### config.mk
export PLATFORM = sky130hd
export DESIGN_NAME = wav_header_stream_parser_core_flat
export DESIGN_NICKNAME = d
export VERILOG_FILES = /design/src/hw/rtl/whsp_pkg.sv /design/src/hw/rtl/whsp_stream_if.sv /design/src/hw/rtl/wav_header_stream_parser_core.sv /design/src/flat_wrapper.sv
export SDC_FILE = /design/constraint.sdc
export NUM_CORES = 1
export LEC_CHECK = 0
export ABC_AREA = 1
export BUFFER_PORTS_ARGS = -buffer_cell sky130_fd_sc_hd__buf_2
export CORE_MARGIN = 10
export CORE_UTILIZATION = 45
export CTS_CLUSTER_DIAMETER = 150
export DETAILED_ROUTE_END_ITERATION = 10
export GPL_TIMING_DRIVEN = 0
export SKIP_LAST_GASP = 1
export SLEW_MARGIN = 20
export SYNTH_ARGS = -nofsm -noshare
export SYNTH_HDL_FRONTEND = slang
export SYNTH_SLANG_ARGS = --single-unit
### constraint.sdc
create_clock -name clk -period 10.9 [get_ports clk]
set_input_delay 2.18 -clock clk [delete_from_list [all_inputs] [get_ports clk]]
set_output_delay 2.18 -clock clk [all_outputs]
set_load 0.03 [all_outputs]
### src/hw/rtl/whsp_pkg.sv
// Shared types, tag constants and field-length table for the WAV header stream parser.
package whsp_pkg;

  typedef enum logic [4:0] {
    PH_RIFF    = 5'd0,
    PH_RSIZE   = 5'd1,
    PH_WAVE    = 5'd2,
    PH_FMT     = 5'd3,
    PH_FSIZE   = 5'd4,
    PH_FORMAT  = 5'd5,
    PH_CHAN    = 5'd6,
    PH_RATE    = 5'd7,
    PH_BRATE   = 5'd8,
    PH_ALIGN   = 5'd9,
    PH_BITS    = 5'd10,
    PH_EXT     = 5'd11,
    PH_VALID   = 5'd12,
    PH_MASK    = 5'd13,
    PH_SUB     = 5'd14,
    PH_SKIP    = 5'd15,
    PH_DTAG    = 5'd16,
    PH_DSIZE   = 5'd17,
    PH_PAYLOAD = 5'd18,
    PH_DONE    = 5'd19
  } phase_t;

  typedef enum logic [1:0] {
    KIND_HEADER  = 2'd0,
    KIND_PAYLOAD = 2'd1,
    KIND_ERROR   = 2'd2
  } kind_t;

  typedef enum logic [2:0] {
    ST_OK        = 3'd0,
    ST_BAD_RIFF  = 3'd1,
    ST_BAD_WAVE  = 3'd2,
    ST_BAD_FMT   = 3'd3,
    ST_BAD_DATA  = 3'd4,
    ST_TRUNCATED = 3'd5
  } status_t;

  // Tags as little-endian words
  localparam logic [31:0] TAG_RIFF = 32'h4646_4952;
  localparam logic [31:0] TAG_WAVE = 32'h4556_4157;
  localparam logic [31:0] TAG_FMT  = 32'h2074_6D66;
  localparam logic [31:0] TAG_DATA = 32'h6174_6164;

  localparam logic [31:0] FMT_BASE = 32'd16;
  localparam logic [15:0] EXT_FULL = 16'd22;
  localparam logic [15:0] FMT_PCM  = 16'h0001;
  localparam logic [15:0] FMT_EXT  = 16'hFFFE;

  function automatic logic [4:0] field_len(phase_t ph);
    logic [4:0] len;
    case (ph)
      PH_FORMAT, PH_CHAN, PH_ALIGN, PH_BITS, PH_EXT, PH_VALID: len = 5'd2;
      PH_SUB:                                                  len = 5'd16;
      default:                                                 len = 5'd4;
    endcase
    return len;
  endfunction

endpackage

### src/hw/rtl/whsp_stream_if.sv
// Valid/ready channel interfaces: file byte input and parse result output.
interface whsp_byte_if import whsp_pkg::*; ();
  logic       valid;
  logic       ready;
  logic [7:0] byte_value;
  logic       first_byte;
  logic       final_byte;

  modport source (output valid, byte_value, first_byte, final_byte, input ready);
  modport sink   (input valid, byte_value, first_byte, final_byte, output ready);
endinterface

interface whsp_result_if import whsp_pkg::*; ();
  logic        valid;
  logic        ready;
  kind_t       kind;
  logic [7:0]  payload_byte;
  logic [15:0] format_tag;
  logic [15:0] channel_count;
  logic [31:0] samples_per_sec;
  logic [31:0] byte_rate;
  logic [15:0] frame_bytes;
  logic [15:0] sample_width;
  logic [31:0] payload_size;
  status_t     status;
  logic        format_unsupported;
  logic        last_payload;

  modport source (
    output valid, kind, payload_byte, format_tag, channel_count, samples_per_sec, byte_rate,
           frame_bytes, sample_width, payload_size, status, format_unsupported,
           last_payload,
    input  ready
  );
  modport sink (
    input  valid, kind, payload_byte, format_tag, channel_count, samples_per_sec, byte_rate,
           frame_bytes, sample_width, payload_size, status, format_unsupported,
           last_payload,
    output ready
  );
endinterface

### src/hw/rtl/wav_header_stream_parser_core.sv
// WAV header stream parser: walks RIFF/WAVE chunks byte by byte and passes payload bytes out.
//
// file_stream: one WAV file byte per transaction; first_byte restarts parsing at that
//   byte, final_byte marks the end of the file buffer.
// result: one transaction per input byte: kind (header, payload, error), the payload
//   byte, the format fields parsed so far, payload size, status and last_payload.
// The result is registered, so it appears in the cycle after the byte is taken.
// Throughput: one byte per cycle while the receiver keeps up. Parse state updates in
//   a single pass between the input handshake and the result register; the format
//   fields are read directly from the parse registers, which always match the result being shown.
// Stall: file_stream.ready is high while the result register is empty or being
//   taken in the same cycle; while the receiver holds off, the result waits and
//   no byte is taken.
// Reset: rst clears all parse state (expecting the RIFF tag, all fields zero) and
//   empties the result register. Errors are sticky until a byte with first_byte.
module wav_header_stream_parser_core import whsp_pkg::*; (
  input  logic          clk,
  input  logic          rst,
  whsp_byte_if.sink     file_stream,
  whsp_result_if.source result
);

  phase_t      phase, cur_phase, phase_next;
  logic [4:0]  byte_position, cur_pos, pos_next, pos_inc;
  logic [31:0] assembly_word, cur_word, word_next, asm_word;
  logic [31:0] fmt_chunk_size, cur_fsize, fsize_next;
  logic [15:0] skip_remaining, cur_skip, skip_next;
  logic [31:0] payload_remaining, cur_prem, prem_next;
  logic [15:0] format_tag_reg, cur_tag, tag_next;
  logic [15:0] channels_reg, cur_chan, chan_next;
  logic [31:0] rate_reg, cur_rate, rate_next;
  logic [31:0] byte_rate_reg, cur_brate, brate_next;
  logic [15:0] align_reg, cur_align, align_next;
  logic [15:0] sample_bits_reg, cur_bits, bits_next;
  logic [31:0] data_length_reg, cur_dlen, dlen_next;
  status_t     error_code, cur_err, err_next;
  logic        unsupported_flag, cur_unsup, unsup_next;

  logic        field_end;
  logic        fmt_end;
  logic        in_accept;
  logic        out_valid;
  kind_t       kind_reg, kind_next;
  logic [7:0]  pbyte_reg, pbyte_next;
  logic        lastp_reg, lastp_next;

  assign file_stream.ready = !out_valid || result.ready;
  assign in_accept         = file_stream.valid && file_stream.ready;

  // Restart: parse this byte from reset state
  always_comb begin
    if (file_stream.first_byte) begin
      cur_phase = PH_RIFF;
      cur_pos   = '0;
      cur_word  = '0;
      cur_fsize = '0;
      cur_skip  = '0;
      cur_prem  = '0;
      cur_tag   = '0;
      cur_chan  = '0;
      cur_rate  = '0;
      cur_brate = '0;
      cur_align = '0;
      cur_bits  = '0;
      cur_dlen  = '0;
      cur_err   = ST_OK;
      cur_unsup = 1'b0;
    end else begin
      cur_phase = phase;
      cur_pos   = byte_position;
      cur_word  = assembly_word;
      cur_fsize = fmt_chunk_size;
      cur_skip  = skip_remaining;
      cur_prem  = payload_remaining;
      cur_tag   = format_tag_reg;
      cur_chan  = channels_reg;
      cur_rate  = rate_reg;
      cur_brate = byte_rate_reg;
      cur_align = align_reg;
      cur_bits  = sample_bits_reg;
      cur_dlen  = data_length_reg;
      cur_err   = error_code;
      cur_unsup = unsupported_flag;
    end
  end

  // Little-endian field assembly
  always_comb begin
    asm_word = cur_word;
    if (cur_pos < 5'd4) begin
      asm_word[{cur_pos[1:0], 3'b000} +: 8] =
        cur_word[{cur_pos[1:0], 3'b000} +: 8] | file_stream.byte_value;
    end
    pos_inc   = cur_pos + 5'd1;
    field_end = (pos_inc >= field_len(cur_phase));
  end

  // Next state
  always_comb begin
    phase_next = cur_phase;
    pos_next   = cur_pos;
    word_next  = cur_word;
    fsize_next = cur_fsize;
    skip_next  = cur_skip;
    prem_next  = cur_prem;
    tag_next   = cur_tag;
    chan_next  = cur_chan;
    rate_next  = cur_rate;
    brate_next = cur_brate;
    align_next = cur_align;
    bits_next  = cur_bits;
    dlen_next  = cur_dlen;
    err_next   = cur_err;
    unsup_next = cur_unsup;
    fmt_end    = 1'b0;

    if (cur_err == ST_OK) begin
      unique case (cur_phase)
        PH_PAYLOAD: begin
          prem_next = cur_prem - 32'd1;
          if (prem_next == '0) begin
            phase_next = PH_DONE;
          end
        end
        PH_SKIP: begin
          skip_next = cur_skip - 16'd1;
          if (skip_next == '0) begin
            fmt_end = 1'b1;
          end
        end
        PH_DONE: begin
        end
        default: begin
          if (field_end) begin
            pos_next  = '0;
            word_next = '0;
            unique case (cur_phase)
              PH_RIFF: begin
                if (asm_word == TAG_RIFF) phase_next = PH_RSIZE;
                else                      err_next   = ST_BAD_RIFF;
              end
              PH_RSIZE: phase_next = PH_WAVE;
              PH_WAVE: begin
                if (asm_word == TAG_WAVE) phase_next = PH_FMT;
                else                      err_next   = ST_BAD_WAVE;
              end
              PH_FMT: begin
                if (asm_word == TAG_FMT) phase_next = PH_FSIZE;
                else                     err_next   = ST_BAD_FMT;
              end
              PH_FSIZE: begin
                fsize_next = asm_word;
                phase_next = PH_FORMAT;
              end
              PH_FORMAT: begin
                tag_next   = asm_word[15:0];
                phase_next = PH_CHAN;
              end
              PH_CHAN: begin
                chan_next  = asm_word[15:0];
                phase_next = PH_RATE;
              end
              PH_RATE: begin
                rate_next  = asm_word;
                phase_next = PH_BRATE;
              end
              PH_BRATE: begin
                brate_next = asm_word;
                phase_next = PH_ALIGN;
              end
              PH_ALIGN: begin
                align_next = asm_word[15:0];
                phase_next = PH_BITS;
              end
              PH_BITS: begin
                bits_next = asm_word[15:0];
                if (cur_fsize > FMT_BASE) phase_next = PH_EXT;
                else                      fmt_end    = 1'b1;
              end
              PH_EXT: begin
                priority if (asm_word[15:0] == EXT_FULL) begin
                  phase_next = PH_VALID;
                end else if (asm_word[15:0] == '0) begin
                  fmt_end = 1'b1;
                end else begin
                  skip_next  = asm_word[15:0];
                  phase_next = PH_SKIP;
                end
              end
              PH_VALID: begin
                bits_next  = asm_word[15:0];
                phase_next = PH_MASK;
              end
              PH_MASK: phase_next = PH_SUB;
              PH_SUB:  fmt_end    = 1'b1;
              PH_DTAG: begin
                if (asm_word == TAG_DATA) phase_next = PH_DSIZE;
                else                      err_next   = ST_BAD_DATA;
              end
              PH_DSIZE: begin
                dlen_next  = asm_word;
                prem_next  = asm_word;
                phase_next = (asm_word == '0) ? PH_DONE : PH_PAYLOAD;
              end
              default: begin
              end
            endcase
          end else begin
            pos_next  = pos_inc;
            word_next = asm_word;
          end
        end
      endcase

      if (fmt_end) begin
        unsup_next = ((tag_next != FMT_PCM) && (tag_next != FMT_EXT)) ||
                     (bits_next[2:0] != 3'd0);
        phase_next = PH_DTAG;
      end

      if ((err_next == ST_OK) && file_stream.final_byte && (phase_next != PH_DONE)) begin
        err_next = ST_TRUNCATED;
      end
    end
  end

  // Result outputs
  always_comb begin
    kind_next  = KIND_HEADER;
    pbyte_next = '0;
    lastp_next = 1'b0;
    if (err_next != ST_OK) begin
      kind_next = KIND_ERROR;
    end else if (cur_phase == PH_PAYLOAD) begin
      kind_next  = KIND_PAYLOAD;
      pbyte_next = file_stream.byte_value;
      lastp_next = (phase_next == PH_DONE);
    end
  end

  always_ff @(posedge clk) begin
    if (rst) begin
      phase             <= PH_RIFF;
      byte_position     <= '0;
      assembly_word     <= '0;
      fmt_chunk_size    <= '0;
      skip_remaining    <= '0;
      payload_remaining <= '0;
      format_tag_reg    <= '0;
      channels_reg      <= '0;
      rate_reg          <= '0;
      byte_rate_reg     <= '0;
      align_reg         <= '0;
      sample_bits_reg   <= '0;
      data_length_reg   <= '0;
      error_code        <= ST_OK;
      unsupported_flag  <= 1'b0;
      out_valid         <= 1'b0;
    end else begin
      if (in_accept) begin
        phase             <= phase_next;
        byte_position     <= pos_next;
        assembly_word     <= word_next;
        fmt_chunk_size    <= fsize_next;
        skip_remaining    <= skip_next;
        payload_remaining <= prem_next;
        format_tag_reg    <= tag_next;
        channels_reg      <= chan_next;
        rate_reg          <= rate_next;
        byte_rate_reg     <= brate_next;
        align_reg         <= align_next;
        sample_bits_reg   <= bits_next;
        data_length_reg   <= dlen_next;
        error_code        <= err_next;
        unsupported_flag  <= unsup_next;
      end
      if (in_accept) begin
        out_valid <= 1'b1;
      end else if (result.ready) begin
        out_valid <= 1'b0;
      end
    end
  end

  always_ff @(posedge clk) begin
    if (in_accept) begin
      kind_reg  <= kind_next;
      pbyte_reg <= pbyte_next;
      lastp_reg <= lastp_next;
    end
  end

  assign result.valid              = out_valid;
  assign result.kind               = kind_reg;
  assign result.payload_byte       = pbyte_reg;
  assign result.last_payload       = lastp_reg;
  assign result.format_tag         = format_tag_reg;
  assign result.channel_count      = channels_reg;
  assign result.samples_per_sec    = rate_reg;
  assign result.byte_rate          = byte_rate_reg;
  assign result.frame_bytes        = align_reg;
  assign result.sample_width       = sample_bits_reg;
  assign result.payload_size       = data_length_reg;
  assign result.status             = error_code;
  assign result.format_unsupported = unsupported_flag;

`ifndef ASSERT_OFF
  a_kind_matches_status: assert property (@(posedge clk) disable iff (rst)
    result.valid |-> ((result.kind == KIND_ERROR) == (error_code != ST_OK)))
    else $error("result kind disagrees with status");

  a_error_sticky: assert property (@(posedge clk) disable iff (rst)
    (in_accept && !file_stream.first_byte && (error_code != ST_OK))
      |=> ((result.kind == KIND_ERROR) && $stable(error_code)))
    else $error("error did not stick");

  a_payload_countdown: assert property (@(posedge clk) disable iff (rst)
    (in_accept && !file_stream.first_byte && (phase == PH_PAYLOAD) &&
     (error_code == ST_OK))
      |=> (payload_remaining == ($past(payload_remaining) - 32'd1)))
    else $error("payload count did not step down");

  a_done_drained: assert property (@(posedge clk) disable iff (rst)
    (phase == PH_DONE) |-> (payload_remaining == '0))
    else $error("finished with payload outstanding");
`endif

endmodule
### src/flat_wrapper.sv
// flat-port wrapper written by rule: the top's interface ports become plain ports
module wav_header_stream_parser_core_flat import whsp_pkg::*;
  (clk, rst, file_stream_valid, file_stream_byte_value, file_stream_first_byte, file_stream_final_byte, file_stream_ready, result_valid, result_kind, result_payload_byte, result_format_tag, result_channel_count, result_samples_per_sec, result_byte_rate, result_frame_bytes, result_sample_width, result_payload_size, result_status, result_format_unsupported, result_last_payload, result_ready);
  whsp_byte_if file_stream_i ();
  whsp_result_if result_i ();
  input  logic clk;
  input  logic rst;
  input wire logic [$bits(file_stream_i.valid)-1:0] file_stream_valid;
  input wire logic [$bits(file_stream_i.byte_value)-1:0] file_stream_byte_value;
  input wire logic [$bits(file_stream_i.first_byte)-1:0] file_stream_first_byte;
  input wire logic [$bits(file_stream_i.final_byte)-1:0] file_stream_final_byte;
  output wire logic [$bits(file_stream_i.ready)-1:0] file_stream_ready;
  output wire logic [$bits(result_i.valid)-1:0] result_valid;
  output wire logic [$bits(result_i.kind)-1:0] result_kind;
  output wire logic [$bits(result_i.payload_byte)-1:0] result_payload_byte;
  output wire logic [$bits(result_i.format_tag)-1:0] result_format_tag;
  output wire logic [$bits(result_i.channel_count)-1:0] result_channel_count;
  output wire logic [$bits(result_i.samples_per_sec)-1:0] result_samples_per_sec;
  output wire logic [$bits(result_i.byte_rate)-1:0] result_byte_rate;
  output wire logic [$bits(result_i.frame_bytes)-1:0] result_frame_bytes;
  output wire logic [$bits(result_i.sample_width)-1:0] result_sample_width;
  output wire logic [$bits(result_i.payload_size)-1:0] result_payload_size;
  output wire logic [$bits(result_i.status)-1:0] result_status;
  output wire logic [$bits(result_i.format_unsupported)-1:0] result_format_unsupported;
  output wire logic [$bits(result_i.last_payload)-1:0] result_last_payload;
  input wire logic [$bits(result_i.ready)-1:0] result_ready;
  assign file_stream_i.valid = file_stream_valid;
  assign file_stream_i.byte_value = file_stream_byte_value;
  assign file_stream_i.first_byte = file_stream_first_byte;
  assign file_stream_i.final_byte = file_stream_final_byte;
  assign file_stream_ready = file_stream_i.ready;
  assign result_valid = result_i.valid;
  assign result_kind = result_i.kind;
  assign result_payload_byte = result_i.payload_byte;
  assign result_format_tag = result_i.format_tag;
  assign result_channel_count = result_i.channel_count;
  assign result_samples_per_sec = result_i.samples_per_sec;
  assign result_byte_rate = result_i.byte_rate;
  assign result_frame_bytes = result_i.frame_bytes;
  assign result_sample_width = result_i.sample_width;
  assign result_payload_size = result_i.payload_size;
  assign result_status = result_i.status;
  assign result_format_unsupported = result_i.format_unsupported;
  assign result_last_payload = result_i.last_payload;
  assign result_i.ready = result_ready;
  wav_header_stream_parser_core u_core (.clk(clk), .rst(rst), .file_stream(file_stream_i), .result(result_i));
endmodule
# ---- Word level (Yosys, flattened, before mapping)
# Index checks and enable logic that the tools add are counted.
dict set report totals {
  latchBits 0
  register_bits 298
  ram_bits 0
  romBits 0
  memories 0
}
dict set report classes {
  add_sub_neg 4
  n_reduce_logical 23
  order_cmp 3
  bitwise_logic 2
  div 0
  shifts 3
  mul 0
  n_mux 106
  eq_ne 28
}
# cell count
set op_table {}
lappend op_table {{$mux 32} 29}
lappend op_table {{$mux 16} 28}
lappend op_table {{$eq 32x31->1 const B} 3}
lappend op_table {{$mux 5} 17}
lappend op_table {{$pmux 5 s16} 1}
lappend op_table {{$logic_not 32->1} 2}
lappend op_table {{$pmux 32 s2} 1}
lappend op_table {{$eq 5x4->1 const B} 8}
lappend op_table {{$bwmux 32} 1}
lappend op_table {{$eq 32x30->1 const B} 1}
lappend op_table {{$gt 32x5->1 const B} 1}
lappend op_table {{$logic_not 16->1} 2}
lappend op_table {{$pmux 16 s2} 1}
lappend op_table {{$shift 8x7->32 const A} 1}
lappend op_table {{$shiftx 32x6->8} 1}
lappend op_table {{$shiftx 8x7->32} 1}
lappend op_table {{$sub 32x1->32 const B} 1}
lappend op_table {{$mux 3} 10}
lappend op_table {{$eq 5x5->1 const B} 5}
lappend op_table {{$eq 5x3->1 const B} 4}
lappend op_table {{$pmux 5 s2} 2}
lappend op_table {{$eq 16x5->1 const B} 1}
lappend op_table {{$ne 16x1->1 const B} 1}
lappend op_table {{$ne 16x16->1 const B} 1}
lappend op_table {{24 further kinds} 46}

# ---- Depth between registers and ports, before layout
# Gate-level depths: netlist of run 1.
dict set report logic_depth {
  ltp_word 21
  ltp_mapped 34
  ltp_nobuf 31
}

# ---- Worst setup path after synthesis of run 1
# Ideal clock, no wire load.
dict set report synth_timing {
  path_kind {in2reg}
  from {input port file_stream_first_byte}
  to {register u_core.lastp_reg (netlist: u_core.result.last_payload) (data pin)}
  path_slack_ns 5.380
  path_stages 33
  arrival_ns 5.381
  n_path_buf 3
  setup_time_ns 0.140
  cell_sequence {inv_4 > buf_8 > buf_8 > nand2_4 > inv_2 > nand3_1 > nor2_1 > nor2_1 > and3_1 > inv_1 > ha_1 > nand2_1 > nand2_1 > a21oi_1 > nand2_1 > nand2_1 > nand2_1 > clkbuf_1 > nand2_1 > clkinv_1 > nand2_1 > a21oi_1 > a21oi_1 > nand2_1 > a21oi_1 > nand3_1 > nand2_1 > nand2_1 > nand2_1 > nand2_1 > nor2_2 > nand3_4 > nor2_2}
}
dict set report synth_between {
  elab_chain_len 21
}
# element line_no
set synth_lines {}
lappend synth_lines {{start, declared} flat_wrapper.sv:10} ;# input wire logic [$bits(file_stream_i.first_byte)-1:0] file_stream_first_byte;
lappend synth_lines {{$mux 32 / $mux 5 (equally long branches)} wav_header_stream_parser_core.sv:52} ;# if (file_stream.first_byte) begin
lappend synth_lines {{$shiftx 32x6->8} wav_header_stream_parser_core.sv:92} ;# cur_word[{cur_pos[1:0], 3'b000} +: 8] | file_stream.byte_value;
lappend synth_lines {{$or 8x8->8} wav_header_stream_parser_core.sv:92}
lappend synth_lines {{$shiftx 8x7->32} wav_header_stream_parser_core.sv:91} ;# asm_word[{cur_pos[1:0], 3'b000} +: 8] =
lappend synth_lines {{$bwmux 32} wav_header_stream_parser_core.sv:91}
lappend synth_lines {{$mux 32} wav_header_stream_parser_core.sv:90} ;# if (cur_pos < 5'd4) begin
lappend synth_lines {{$logic_not 16->1} wav_header_stream_parser_core.sv:183} ;# end else if (asm_word[15:0] == '0) begin
lappend synth_lines {{$mux 1} wav_header_stream_parser_core.sv:183}
lappend synth_lines {{[... 5 more ...]} -}
lappend synth_lines {{$mux 5} wav_header_stream_parser_core.sv:215} ;# if (fmt_end) begin
lappend synth_lines {{$mux 5} wav_header_stream_parser_core.sv:117} ;# if (cur_err == ST_OK) begin
lappend synth_lines {{$ne 5x5->1} wav_header_stream_parser_core.sv:221} ;# if ((err_next == ST_OK) && file_stream.final_byte && (phase_next != PH_DONE)) begin
lappend synth_lines {{$logic_and 1x1->1} wav_header_stream_parser_core.sv:221}
lappend synth_lines {{$mux 3} wav_header_stream_parser_core.sv:221}
lappend synth_lines {{$mux 3} wav_header_stream_parser_core.sv:117}
lappend synth_lines {{$reduce_bool 3->1} wav_header_stream_parser_core.sv:232} ;# if (err_next != ST_OK) begin
lappend synth_lines {{$reduce_or 2->1 (no line)} -}
lappend synth_lines {{end signal, assigned} wav_header_stream_parser_core.sv:289} ;# lastp_reg <= lastp_next;
lappend synth_lines {{end, declared} wav_header_stream_parser_core.sv:45} ;# logic lastp_reg, lastp_next;
# Parallel ways exist; a longest one is shown, timed or not. The select of a mux whose other input is x is not followed.
# A chain may end at the register's enable or synchronous reset.

# ---- Worst setup path in the final report of run 1
dict set report layout_timing {
  from {input port file_stream_first_byte}
  to {register u_core.pbyte_reg[3] (netlist: u_core.result.payload_byte[3]) (data pin)}
}
dict set report layout_between {
  elab_chain_len 21
}
# element line_no
set layout_lines {}
lappend layout_lines {{$mux 32 / $mux 5 (equally long branches)} wav_header_stream_parser_core.sv:52}
lappend layout_lines {{$shiftx 32x6->8} wav_header_stream_parser_core.sv:92}
lappend layout_lines {{$or 8x8->8} wav_header_stream_parser_core.sv:92}
lappend layout_lines {{$shiftx 8x7->32} wav_header_stream_parser_core.sv:91}
lappend layout_lines {{$bwmux 32} wav_header_stream_parser_core.sv:91}
lappend layout_lines {{$mux 32} wav_header_stream_parser_core.sv:90}
lappend layout_lines {{$logic_not 16->1} wav_header_stream_parser_core.sv:183}
lappend layout_lines {{$mux 1} wav_header_stream_parser_core.sv:183}
lappend layout_lines {{[... 5 more ...]} -}
lappend layout_lines {{$mux 5} wav_header_stream_parser_core.sv:215}
lappend layout_lines {{$mux 5} wav_header_stream_parser_core.sv:117}
lappend layout_lines {{$ne 5x5->1} wav_header_stream_parser_core.sv:221}
lappend layout_lines {{$logic_and 1x1->1} wav_header_stream_parser_core.sv:221}
lappend layout_lines {{$mux 3} wav_header_stream_parser_core.sv:221}
lappend layout_lines {{$mux 3} wav_header_stream_parser_core.sv:117}
lappend layout_lines {{$reduce_bool 3->1} wav_header_stream_parser_core.sv:232}
lappend layout_lines {{$reduce_or 2->1 (no line) *} -}
lappend layout_lines {{end signal, assigned} wav_header_stream_parser_core.sv:288} ;# pbyte_reg <= pbyte_next;
lappend layout_lines {{end, declared} wav_header_stream_parser_core.sv:44} ;# logic [7:0] pbyte_reg, pbyte_next;
# Mark *: on every way between the ends. The rest lies on a longest branch, timed or not. The select of a mux whose other input is x is not followed.

==> results of run 1 <==
-- layout make-up --
cell class / instances / area, sq um / share of cell area (%)
Sequential cell: 298 / 6080 / 27.6
Clock inverter: 10 / 118 / 0.535
Tap cell: 539 / 674 / 3.07
Antenna cell: 5 / 12.5 / 0.0569
Clock buffer: 55 / 1080 / 4.93
Inverter: 263 / 990 / 4.50
Timing Repair Buffer: 189 / 946 / 4.30
Multi-Input combinational cell: 2257 / 11200 / 50.7
Buffer: 224 / 936 / 4.26
-- power by group --
part / total [mW] / leakage [nW] / switching (mW) / internal (mW)
Sequential: 1.17 / 2.45 / 0.0328 / 1.14
Clock: 1.25 / 0.589 / 0.517 / 0.736
Combinational: 0.816 / 6.74 / 0.624 / 0.192
-- metrics by stage --
step	hold WS, ns	std cells	worst slack [ns]	total power, mW	cell area (sq um)
floorplan	0.445	3042	5.38	1.68	19100
global placement	0.452	3770	3.33	1.97	20800
detailed placement	0.456	3770	3.56	1.98	20800
CTS	0.466	3835	4.14	3.21	22000
global route	0.477	3835	3.66	3.34	22000
finish	0.464	3840	3.89	3.24	22000
-- cells in the mapped netlist, drive strengths merged, types with 2 or more instances --
master   instances
nor3            14
nor4             8
o221ai          12
dfxtp          287
o22ai            6
edfxtp          11
xnor2            5
nor3b            2
nand4           39
and3             4
o21ai          268
a211oi           2
o211ai         116
buf             57
a221oi          35
clkinv           5
a21oi          420
o2111ai         13
ha              13
clkbuf         167
a31oi            5
nand2          835
inv            258
o21a             4
nand3          134
xor2            39
o31ai            3
nor2           272
-- cell usage in the layout, fill, tap and decap left out, types with 5 or more instances in the layout --
| cell type | instances |
|---|---|
| ha_1 | 13 |
| a21oi_1 | 418 |
| buf_1 | 28 |
| o221ai_1 | 12 |
| inv_1 | 231 |
| clkbuf_1 | 170 |
| nor4_1 | 8 |
| o22ai_1 | 6 |
| nor2_1 | 236 |
| nand2_1 | 807 |
| dfxtp_1 | 287 |
| clkinv_2 | 5 |
| diode_2 | 5 |
| clkbuf_2 | 7 |
| nand2_2 | 21 |
| nand3_2 | 9 |
| a221oi_1 | 35 |
| nor2_2 | 29 |
| xor2_1 | 39 |
| o21ai_0 | 265 |
| o211ai_1 | 116 |
| clkinv_1 | 5 |
| nand3_1 | 124 |
| inv_2 | 26 |
| edfxtp_1 | 11 |
| clkbuf_16 | 38 |
| nor3_1 | 10 |
| nand4_1 | 39 |
| nor2_4 | 7 |
| xnor2_1 | 5 |
| buf_2 | 210 |
| a31oi_1 | 5 |
| nand2_4 | 7 |
| o2111ai_1 | 13 |
| clkbuf_8 | 7 |
-- worst min-delay path: stages, from the launching register on --
cell	delay, ns
dfxtp_1	0.31
nand2_1	0.06
a21oi_1	0.05
-- layer usage --
metal  up-vias  share of wire (%)  global-route usage [%]
met5         -              0.021                       0
met4         2                5.6                    19.5
met3       281                 11                    8.00
met2      1420                 43                    53.2
met1     11100                 40                    45.7
li1      10700                  -                       -
-- worst max-delay path by stage --
stage	startpoint	cells past startpoint	to
6_report	file_stream_first_byte	30	u_core.result.payload_byte[3]$_SDFFCE_PP0P_
5_1_grt	file_stream_first_byte	28	u_core.result.payload_byte[3]$_SDFFCE_PP0P_
4_1_cts	file_stream_first_byte	30	u_core.result.payload_byte[7]$_SDFFCE_PP0P_
3_5_place_dp	file_stream_first_byte	30	u_core.result.payload_byte[7]$_SDFFCE_PP0P_
3_3_place_gp	file_stream_first_byte	27	u_core.result.payload_byte[0]$_SDFFCE_PP0P_
2_1_floorplan	file_stream_first_byte	33	u_core.result.last_payload$_SDFFCE_PP0P_
-- cell families (layout without fill, tap and decap cells) --
logic type | Yosys count | after routing | synth area share, %
AO/OA/AOI/OAI | 888 | 888 | 26.3
flip-flops | 298 | 298 | 31.7
AND/OR/NAND/NOR | 1312 | 1312 | 29.1
other | 0 | 5 | 0
buffers and inverters | 487 | 741 | 10.0
XOR/XNOR | 44 | 44 | 2.01
adder cells (fa/ha/maj) | 13 | 13 | 0.850
==> flow_metrics.tcl, run 1 <==
set metrics [dict create \
    ir_drop_mv 0.110 \
    rsz0062_at_grt "no" \
    hold_viol 0 \
    cts_tree "done" \
    drive_gt1_share_pct 11.8 \
    run_status "finished, final reports clean" \
    clk_pin_slew_ns 0.06 \
    setup_violations 0 \
    hpwl_um 68400 \
    port_buffers 189 \
    maxCapViolations 0 \
    syn_area_sq_um 19100 \
    tightest_slew_ns 1.21 \
    ys_ff_latch 298 \
    start_util_pct 45.5 \
    areaGrowthSynthToFinish_pct 14.9 \
    rr_startpoint "u_core.byte_position[0]$_SDFFE_PP0P_" \
    nNetsFinal 3297 \
    cp-start-kind "primary input" \
    yosysTopAreaCell "dfxtp_1" \
    crit_required_ns 11.32 \
    period_share_pct 64.3 \
    final-max-slew-violation-count 0 \
    syn_avg_cell_area_sq_um 6.29 \
    root_buffer "clkbuf_16" \
    antenna_found_initial 5 \
    cpLargestDelayFamily "simple AND/OR/NAND/NOR gates" \
    cts.sinks 298 \
    fillers 4329 \
    crit_buf_inv 8 \
    die_w_um 226 \
    drt_iter0_markers 3202 \
    drt-pass1-iter-count 6 \
    fin_util_pct 52.3 \
    synth_top_cells_by_area "dfxtp_1 30%, nand2_1 16%, a21oi_1 11%" \
    min_to "u_core.payload_remaining[24]$_SDFFE_PP0P_" \
    wirelength_um 94600 \
    wl_per_cell_um 24.6 \
    reg2reg_slack_ns 5.52 \
    worstPathArrival_ns 7.43 \
    coreArea_sq_um 42000 \
    ant_nets 0 \
    cts.path.max_buffers 3 \
    syn-num-nets 3069 \
    htreeDepth 2 \
    leakagePower_nw 9.77 \
    syn_inst 3042 \
    die_area_sq_um 51200 \
    fin_skew_ns 0.0247 \
    hp-class "reg2reg" \
    ys_warn_count 0 \
    numCtsBuffers 37 \
    critPathSlowestCell "buf_2" \
    yosysSeqAreaShare_pct 31.7 \
    grt_pass1_vias 21300 \
    viasPerCell 6.10 \
    max_freq_mhz 143 \
    post-cts-setup-buffer-count 0 \
    gp_routability_congestion 1.01 \
    num_vias 23400 \
    rr_worst_depth 27 \
    cp_max_fo 12 \
    synthFlopType "dfxtp_1" \
    drc 0 \
    setup_tns_ns 0 \
    clock_latency_ns 0.57 \
    yosys.area.top_type_share_pct 30.0 \
    slew_headroom_pct 19.4 \
    yosys.cell_types.count 53 \
    grt_max_degree 21 \
    hold_buffers 0 \
    grt_first_pass_wirelength_um 136000 \
    worst_path_largest_cell_delay_ns 0.54 \
    post_cts_resized 0 \
    synth_edf_count 11 \
    critPathKind "in2reg" \
    die_h_um 226 \
    rows 75 \
    powerDensity_nw_per_um2 147 \
    cp-end-kind "register" \
    worst_r2r_endpoint "u_core.result.payload_byte[3]$_SDFFCE_PP0P_" \
    ios 191 \
    min_from "u_core.payload_remaining[24]$_SDFFE_PP0P_" \
    groute.usage.overall_pct 35.3 \
    hold_depth 2 \
    async_flop_share_pct 0 \
    overflow 0 \
    min_period_ns 7.01 \
    path_common_cell "nand2_1" \
]
No activity file was read; power rests on OpenSTA's default activity.
==> run 2, diff against run 1 <==
--- a/config.mk
+++ b/config.mk
@@ -5,7 +5,7 @@
 export SDC_FILE = /design/constraint.sdc
 export NUM_CORES = 1
 export LEC_CHECK = 0
-export ABC_AREA = 1
+export ABC_AREA = 0
 export BUFFER_PORTS_ARGS = -buffer_cell sky130_fd_sc_hd__buf_2
 export CORE_MARGIN = 10
 export CORE_UTILIZATION = 45
==> constraint.sdc (replaced) <==
create_clock -name clk -period 6.8 [get_ports clk]
set_input_delay 1.36 -clock clk [delete_from_list [all_inputs] [get_ports clk]]
set_output_delay 1.36 -clock clk [all_outputs]
set_load 0.03 [all_outputs]
==> run 2 against run 1 <==
Worst setup slack worse by 3.9 ns. Flip-flop and latch count stayed put. Highest routed layer unchanged. Clock skew is 0.00092 ns lower. Sequential power is 55% higher. Sequential share of layout area is 4.7 points higher. The flow now finishes with violations (negative setup slack). Clock power is 54% higher. Die area is 15% lower. Register-to-register slack worse by 5.0 ns. Largest cell class unchanged. Largest power group unchanged. Cell count is 29% lower.
==> flow_metrics.tcl, run 2 <==
set metrics [dict create \
    cp-start-kind "primary input" \
    yosysMostFrequentCell "nor2_1" \
    path_common_cell "clkbuf_2" \
    path_cells "buf_2 -> clkbuf_8 -> clkbuf_2 -> clkbuf_2 -> clkbuf_2 -> buf_2 -> clkbuf_2 -> buf_2 -> nor2_1 -> ha_1 -> o221ai_2 -> nor3_1 -> a311oi_2 -> nand2_1 -> nor2_1 -> a41oi_4 -> a2111o_1" \
    worst_r2r_endpoint "u_core.result.kind[1]$_SDFFCE_PP1P_" \
    syn_avg_cell_area_sq_um 7.91 \
    viasPerCell 6.47 \
    rows 69 \
    powerDensity_nw_per_um2 232 \
    yosys.cell_types.count 95 \
    setup_violations 1 \
    wirelength_um 72300 \
    cp_max_fo 10 \
    place_ws_ns -2.70 \
    synth_edf_count 11 \
    antenna_found_initial 1 \
    antenna_cells 0 \
    tightest_slew_ns 1.22 \
    hold_buffers 0 \
    final_common_cell "nor2_1" \
    grt_max_degree 21 \
    min_to "u_core.assembly_word[23]$_SDFFE_PP0P_" \
    drc 0 \
    areaGrowthSynthToFinish_pct 17.5 \
    maxCapViolations 0 \
    period_share_pct 101 \
    rr_worst_depth 12 \
    yosysTopAreaCell "dfxtp_1" \
    hold_depth 2 \
    worstPathArrival_ns 7.15 \
    slew_headroom_pct 17.6 \
    fillers 3439 \
    htreeDepth 2 \
    syn_area_sq_um 16000 \
    ios 191 \
    cts_tree "done" \
    syn_inst 2025 \
    rsz0062_at_grt "no" \
    final-max-slew-violation-count 0 \
    drt-pass1-iter-count 6 \
    yosysSeqAreaShare_pct 37.9 \
    post-cts-setup-buffer-count 0 \
    critPathKind "in2reg" \
    coreArea_sq_um 35300 \
    clock_latency_ns 0.57 \
    critPathSlowestCell "a311oi_2" \
    reg2reg_slack_ns 0.56 \
    synth_common_cells "351 x nor2_1, 287 x dfxtp_1, 215 x a22oi_1" \
    async_flop_share_pct 0 \
    ir_drop_mv 0.200 \
    drive_gt1_share_pct 15.5 \
    synth_top_cells_by_area "dfxtp_1 36%, a22oi_1 10%, nor2_1 8.2%" \
    port_buffers 190 \
    min_from "u_core.assembly_word[23]$_SDFFE_PP0P_" \
    worst_path_largest_cell_delay_ns 0.56 \
    die_area_sq_um 43500 \
    numCtsBuffers 35 \
    rr_startpoint "u_core.byte_position[1]$_SDFFE_PP0P_" \
    leakagePower_nw 7.12 \
    cts.path.max_buffers 3 \
    hp-class "reg2reg" \
    min_period_ns 6.86 \
    cp-end-kind "register" \
    wl_per_cell_um 26.4 \
    fin_ws_ns -0.0594 \
    die_h_um 209 \
    die_w_um 209 \
    crit_required_ns 7.09 \
    crit_start "file_stream_first_byte" \
    grt_pass1_vias 16900 \
    final_cell_mix "351 x nor2_1, 287 x dfxtp_1, 215 x a22oi_1" \
    fin_skew_ns 0.0237 \
    synthFlopType "dfxtp_1" \
    total_power_mw 4.36 \
    ant_nets 0 \
    clk_pin_slew_ns 0.06 \
    groute.usage.overall_pct 31.5 \
    drt_iter0_markers 1994 \
    max_freq_mhz 146 \
    root_buffer "clkbuf_16" \
    num_vias 17700 \
    violations "negative setup slack" \
    start_util_pct 45.3 \
    hpwl_um 53000 \
    run_status "finished with violations" \
    hold_viol 0 \
    gp_routability_congestion 1.03 \
    syn-num-nets 2052 \
    nNetsFinal 2278 \
    grt_first_pass_wirelength_um 107000 \
    cts.sinks 298 \
    overflow 0 \
    yosys.area.top_type_share_pct 35.9 \
    ys_ff_latch 298 \
    ys_warn_count 0 \
]
run 2: cell count changes after synthesis, moves of 23 or more:
cell	delta
o211ai_1	-96
xor2_1	-23
nor2_2	-29
inv_1	-207
nor2_1	+115
nor3_1	+57
a21oi_1	-305
a22oi_1	+215
nand3_1	-46
inv_2	-26
o21ai_0	-166
nand2_1	-684
run 2: power breakdown:
part	switching [mW]	leakage, nW	internal (mW)
combinational	0.459	4.13	0.166
sequential	0.0269	2.43	1.78
clock	0.799	0.567	1.13
run 2: cells by family after synthesis:
kind of cell    count (synthesis)  share of synthesized area (%)
flops                         298                           37.9
xor+xnor                       22                           1.20
buf+inv                       210                           5.85
simple gates                  821                           24.6
compound gates                626                           27.1
fa+ha+maj                      13                           1.02
mux                            35                           2.32
run 2: final cells by class:
class                      count  area [sq um]  area share, %
multi-input combinational   1517          9080           48.3
sequential                   298          6080           32.3
clock buffer                  53          1020           5.45
timing repair buffer         192           966           5.13
buffer                       181           825           4.38
tap                          461           577           3.07
clock inverter                 9           141          0.751
inverter                      26           128          0.678
run 2: metrics by stage:
| step | cell area, sq um | cells | utilization, % | setup TNS, ns | hold slack (ns) |
|---|---|---|---|---|---|
| final | 18800 | 2737 | 53.3 | -0.0594 | 0.483 |
| after CTS | 18800 | 2738 | 53.2 | 0 | 0.484 |
| after global placement | 17500 | 2676 | 49.7 | -590.14 | 0.459 |
| after detailed placement | 17600 | 2678 | 49.8 | -535.66 | 0.471 |
| after global routing | 18800 | 2737 | 53.3 | 0 | 0.493 |
| after floorplan | 16000 | 2025 | - | 0 | 0.442 |
run 2: worst max path at each step:
stage,to,slack [ns]
6_report,u_core.result.kind[1]$_SDFFCE_PP1P_,-0.06
2_1_floorplan,u_core.result.kind[1]$_SDFFCE_PP1P_,0.76
3_3_place_gp,u_core.result.payload_size[29]$_SDFFE_PP0P_,-3.18
3_5_place_dp,u_core.skip_remaining[6]$_SDFFE_PP0P_,-2.70
4_1_cts,u_core.result.payload_size[27]$_SDFFE_PP0P_,0.09
5_1_grt,u_core.result.kind[1]$_SDFFCE_PP1P_,0.002
run 2: per-layer routing:
metal	wire, um	vias up	GRT usage, %	share of wire [%]
li1	-	7950	-	-
met1	29300	8514	39.4	41
met2	32500	1018	50.2	45
met3	6940	222	7.69	9.6
met4	3580	2	14.9	4.9
met5	11	-	0	0.015
run 2: worst max-delay path: cells and delay by family:
family | cells | cell delay (ns)
AOI/OAI and AO/OA | 4 | 1.75
adders and majority gates | 1 | 0.38
buffers and inverters | 8 | 2.81
and+or+nand+nor | 4 | 0.80
run 2: what timing repair did:
item | 4_1_cts | 5_1_grt
endpoints found under the setup margin | 297 | 113
endpoints found under the hold margin | 0 | 0
resized for setup | 14 | 18
